--- src/hdl/rfb_pkg.sv ---
// ----------------------------------------------------------------------------
// rfb_pkg
// Shared types and constants of the image rotate and flip frame buffer.
// ----------------------------------------------------------------------------
`default_nettype none

package rfb_pkg;

  // Default bounds on the frame dimensions held in the pixel store.
  localparam int unsigned MAX_WIDTH_DEF  = 256;
  localparam int unsigned MAX_HEIGHT_DEF = 256;

  // Largest dimension the registers can select.
  localparam int unsigned DIM_CAP = 256;

  localparam int unsigned DIM_W   = 9;   // width of a dimension register
  localparam int unsigned POS_W   = 8;   // output row and column
  localparam int unsigned LCW     = 17;  // load count, up to 256 * 256
  localparam int unsigned PIX_W   = 24;  // one RGB pixel
  localparam int unsigned CFG_IDX_W = 2;

  // Command codes.
  localparam logic CMD_LOAD = 1'b0;
  localparam logic CMD_EMIT = 1'b1;

  // Configuration register indexes.
  localparam logic [CFG_IDX_W-1:0] CFG_ROTATION_MODE = 2'd0;
  localparam logic [CFG_IDX_W-1:0] CFG_IMAGE_WIDTH   = 2'd1;
  localparam logic [CFG_IDX_W-1:0] CFG_IMAGE_HEIGHT  = 2'd2;

  typedef enum logic [1:0] {
    MODE_ROT_RIGHT = 2'd0,
    MODE_ROT_LEFT  = 2'd1,
    MODE_FLIP_H    = 2'd2,
    MODE_FLIP_V    = 2'd3
  } mode_e;

  typedef struct packed {
    logic       cmd;
    logic [7:0] red_in;
    logic [7:0] green_in;
    logic [7:0] blue_in;
  } in_item_t;

  typedef struct packed {
    logic [7:0] red_out;
    logic [7:0] green_out;
    logic [7:0] blue_out;
    logic [7:0] out_row;
    logic [7:0] out_col;
    logic       last_pixel;
  } out_item_t;

  // Status of the serial divider toward the frame control.
  typedef struct packed {
    logic busy;
    logic done;
  } div_stat_t;

endpackage

`default_nettype wire

--- src/hdl/rfb_div.sv ---
// ----------------------------------------------------------------------------
// rfb_div
// Restoring divider, one quotient bit per cycle. Splits the load count into
// an input row and column after each configuration write.
// ----------------------------------------------------------------------------
`default_nettype none

module rfb_div (
  input  wire logic                      clk_i,
  input  wire logic                      rst_ni,
  input  wire logic                      start_i,
  input  wire logic [rfb_pkg::LCW-1:0]   dividend_i,
  input  wire logic [rfb_pkg::DIM_W-1:0] divisor_i,
  output      rfb_pkg::div_stat_t        stat_o,
  output      logic [rfb_pkg::LCW-1:0]   quot_o,
  output      logic [rfb_pkg::DIM_W-1:0] rem_o
);

  import rfb_pkg::*;

  localparam int unsigned CW = $clog2(LCW);

  typedef enum logic {
    DIV_IDLE,
    DIV_RUN
  } div_state_e;

  div_state_e       state_q;
  logic [CW-1:0]    cnt_q;
  logic             done_q;
  logic [LCW-1:0]   dvd_q;
  logic [DIM_W-1:0] rem_q;
  logic [DIM_W-1:0] dsr_q;

  logic [DIM_W-1:0] shifted;
  logic             fits;
  logic [DIM_W-1:0] rem_d;

  // The remainder stays below the divisor, so its top bit is always clear.
  always_comb begin
    shifted = {rem_q[DIM_W-2:0], dvd_q[LCW-1]};
    fits    = (shifted >= dsr_q);
    rem_d   = fits ? (shifted - dsr_q) : shifted;
  end

  always_ff @(posedge clk_i or negedge rst_ni) begin
    if (!rst_ni) begin
      state_q <= DIV_IDLE;
      cnt_q   <= '0;
      done_q  <= 1'b0;
      dvd_q   <= '0;
      rem_q   <= '0;
      dsr_q   <= '0;
    end else begin
      done_q <= 1'b0;
      if (start_i) begin
        state_q <= DIV_RUN;
        cnt_q   <= CW'(LCW - 1);
        dvd_q   <= dividend_i;
        rem_q   <= '0;
        dsr_q   <= divisor_i;
      end else begin
        unique case (state_q)
          DIV_IDLE: begin
          end
          DIV_RUN: begin
            dvd_q <= {dvd_q[LCW-2:0], fits};
            rem_q <= rem_d;
            if (cnt_q == '0) begin
              state_q <= DIV_IDLE;
              done_q  <= 1'b1;
            end else begin
              cnt_q <= cnt_q - 1'b1;
            end
          end
        endcase
      end
    end
  end

  assign stat_o.busy = (state_q == DIV_RUN);
  assign stat_o.done = done_q;
  assign quot_o      = dvd_q;
  assign rem_o       = rem_q;

endmodule

`default_nettype wire

--- config.mk ---
export PLATFORM = sky130hd
export DESIGN_NAME = rfb_div
export DESIGN_NICKNAME = d
export VERILOG_FILES = /design/src/hdl/rfb_pkg.sv /design/src/hdl/rfb_div.sv
export SDC_FILE = /design/constraint.sdc
export NUM_CORES = 1
export LEC_CHECK = 0
export BUFFER_PORTS_ARGS = -buffer_cell sky130_fd_sc_hd__buf_2
export CAP_MARGIN = 20
export CORE_MARGIN = 2
export CORE_UTILIZATION = 48
export DETAILED_ROUTE_END_ITERATION = 16
export GPL_ROUTABILITY_DRIVEN = 0
export HOLD_SLACK_MARGIN = 0.15
export MAX_ROUTING_LAYER = met4
export PLACE_DENSITY_LB_ADDON = 0.1
export SYNTH_ARGS = -nofsm -noshare
export SYNTH_HDL_FRONTEND = slang
export SYNTH_SLANG_ARGS = --single-unit
--- constraint.sdc ---
create_clock -name clk_i -period 2.2 [get_ports clk_i]
set_input_delay 0.11 -clock clk_i [delete_from_list [all_inputs] [get_ports clk_i]]
set_output_delay 0.11 -clock clk_i [all_outputs]
set_load 0.1 [all_outputs]
==> results.sh <==
export IMPL_syn_avg_cell_area_um2=9.27
export IMPL_setup_worst_path_start_class="flip-flop"
export IMPL_antenna_left=0
export IMPL_cts_root_buffer="clkbuf_8"
export IMPL_critPathArrivalTime_ps=2330
export IMPL_coreArea_um2=4790
export IMPL_crit_fanout=9
export IMPL_worstSetupEndpointType="flip-flop"
export IMPL_fmax_ghz=0.469
export IMPL_synthXorXnorAreaFrac=0.0182
export IMPL_syn_inst=260
export IMPL_fin_nets=393
export IMPL_slew_viol_final=0
export IMPL_synth_common_cells="42 x dfrtp_1, 33 x nand2_1, 28 x o21ai_0"
export IMPL_yosysWarnings=0
export IMPL_finalCriticalPeriod_ps=2130
export IMPL_synth_fa_ha_area_frac=0.0654
export IMPL_setup_viol_count_final=0
export IMPL_vdd_drop_max_uv=838
export IMPL_holdCritStartpoint="start_i"
export IMPL_routed_wl_um=6030
export IMPL_yosys_area_top_type="dfrtp_1"
export IMPL_synth_top_flop_cell="dfrtp_1"
export IMPL_reg2reg_from="rem_o[4]"
export IMPL_switchingPower_uw=2250
export IMPL_dr_pass1_iters=4
export IMPL_synthTopCellsByArea="dfrtp_1 44%, mux2i_1 7.1%, o21ai_0 5.8%, ha_1 5.7%, nand2_1 5.1%"
export IMPL_drc=0
export IMPL_yosysTopAreaCellShare=0.436
export IMPL_rows=25
export IMPL_synth_cell_type_count=47
export IMPL_combPwrFrac=0.621
export IMPL_crit_type="reg2reg"
export IMPL_dp_slack_ps=-25.2
export IMPL_synth_edff_count=0
export IMPL_overflow=0
export IMPL_async_flop_share=1.00
export IMPL_die_width_um=74.9
export IMPL_synth_most_common_cell="dfrtp_1"
export IMPL_seq_power_share=0.263
export IMPL_fin_crit_sh=0.969
export IMPL_route_vias_total=2197
export IMPL_clk_latency_ps=300
export IMPL_swShare=0.515
export IMPL_hold_viol_final=0
export IMPL_pwr_share_clk=0.116
export IMPL_drive_gt1_frac=0.317
export IMPL_portBuffers=56
export IMPL_hold_depth=2
export IMPL_synthMuxAreaShare=0.0752
export IMPL_power_leakage_uw=0.00162
export IMPL_grt_usage=0.232
export IMPL_antenna_found_initial=0
export IMPL_start_util=0.504
export IMPL_min_path_type="in2reg"
export IMPL_power_density_nw_per_um2=1300
export IMPL_slew_headroom=0.507
export IMPL_worst_slew_pin_slew_ps=740
export IMPL_grt_pass1_wl_um=9610
export IMPL_synth_yosys_seq_area_share=0.436
export IMPL_netlist_area_um2=2410
export IMPL_htree_num_levels=2
export IMPL_rr_worst_depth=5
export IMPL_cts_buffer_depth=2
export IMPL_num_io_pins=57
export IMPL_required_ps=2400
export IMPL_area_growth_pct=39.1
export IMPL_die_area_um2=5610
export IMPL_synth_compound_area_frac=0.190
export IMPL_ys_ff_latch=42
export IMPL_cts_tree="done"
export IMPL_fin_ws_ps=67.5
export IMPL_hpwl_um=3970
export IMPL_r2r_end="rem_o[3]"
export IMPL_fin_worst_skew_ps=5.99
export IMPL_hold_end="cnt_q[1]"
export IMPL_synth_top_family_by_area="compound AO/OA/AOI/OAI gates"
export IMPL_viasPerCell=5.23
export IMPL_intPower_uw=2120
export IMPL_wire_per_inst_um=14.4
export IMPL_diodes=0
export IMPL_fin_total_pwr_uw=4380
export IMPL_first_iter_violations=89
export IMPL_maxCapViolCount=0
export IMPL_fp_dieH_um=74.9
export IMPL_grt_max_degree=33
export IMPL_cts_sinks=42
export IMPL_synthSimpleGateAreaFrac=0.156
export IMPL_cts_buffers=5
export IMPL_cts_clk_slew_worst_paths_ps=80
export IMPL_grt_pass1_vias=1993
export IMPL_status="completed"
export IMPL_reg2reg_setup_slack_ps=70
export IMPL_syn_num_nets=301
[critical path, cell delays in order (launching register included)]
cell and delay [ps]:
dfrtp_4 510, ha_4 330, o211ai_1 160, a311o_2 460, a211o_1 320, a311oi_1 260
[metrics by stage]
step	TNS [ps]	util	std cells	hold slack [ps]	area (um2)
4_1_cts	-26.8	0.686	416	172	3280
6_report	0	0.701	420	182	3350
3_3_place_gp	0	0.611	381	217	2930
5_1_grt	-5.77	0.701	420	192	3350
2_1_floorplan	-32.2	-	260	-186	2530
3_5_place_dp	-64.7	0.611	381	212	2930
[how the worst max path moves through the flow]
stage / startpoint / endpoint / slack [ps] / cells past startpoint
after global placement: rem_o[5] / quot_o[0] / 10 / 6
after detailed placement: rem_o[0] / rem_o[1] / -30 / 6
after CTS: rem_o[5] / rem_o[1] / -20 / 6
after global routing: rem_o[0] / rem_o[1] / -6 / 7
final: rem_o[4] / rem_o[3] / 70 / 5
after floorplan: quot_o[16] / rem_o[8] / -30 / 8
[logic make-up after synthesis]
logic type | Yosys count
AO/OA/AOI/OAI | 68
XOR/XNOR | 5
adder cells (fa/ha/maj) | 12
buffers and inverters | 31
flip-flops | 42
multiplexers | 18
AND/OR/NAND/NOR | 84
[cell usage in the layout (no fill, tap or decap), types with 2 or more instances in the layout]
cell type / synthesis / routed
mux2i_1: 17 / 17
a21oi_1: 7 / 5
o21ai_0: 28 / 28
a211o_1: 2 / 2
nor4_1: 3 / 3
dfrtp_4: 0 / 8
ha_1: 11 / 3
nor2b_1: 3 / 2
buf_2: 2 / 55
dfrtp_1: 42 / 33
nor3_1: 6 / 6
clkbuf_8: 0 / 5
inv_1: 14 / 14
dlygate4sd3_1: 0 / 27
buf_4: 4 / 19
nand3_1: 8 / 8
nand2_1: 33 / 33
a21oi_2: 0 / 2
o211ai_1: 3 / 3
a311oi_1: 8 / 8
ha_4: 0 / 7
xnor2_1: 4 / 4
nand2b_1: 5 / 4
nor2_1: 22 / 22
o21bai_1: 2 / 2
[final cells by class]
class                           instances  area, um2
Clock buffer                            6       72.6
Tap cell                               67       83.8
Timing Repair Buffer                  102        708
Fill cell                             397       1430
Inverter                               14       52.6
Sequential cell                        42       1080
Clock inverter                          2       13.8
Multi-Input combinational cell        187       1340
[layer usage]
layer  track usage  vias up  part of all wire
met5             -        -                 0
li1              -     1106                 -
met3        0.0442        7             0.038
met4        0.0595        0            0.0096
met1         0.330     1030              0.50
met2         0.343       54              0.45
[repair_timing]
item,4_1_cts,5_1_grt
hold buffers,27,0
setup endpoints to repair,6,10
hold endpoints to repair,56,0
gates resized for setup,1,10
pin swaps,0,2
buffers inserted,0,4
[power groups by stage]
stage                     logic, uW  clock network (uW)  registers (uW)
after floorplan                1230                   0            1960
after global placement         2550                   0            1160
after detailed placement       2580                   0            1160
after CTS                      2630                 519            1150
after global routing           2930                 549            1180
final                          2720                 507            1150
[registers in the layout, indices dropped and copies added, names as in the netlist]
name / count
quot_o: 17
dsr_q: 9
rem_o: 9
cnt_q: 5
done_q: 1
state_q: 1
Power figures use the tool's default switching activity.
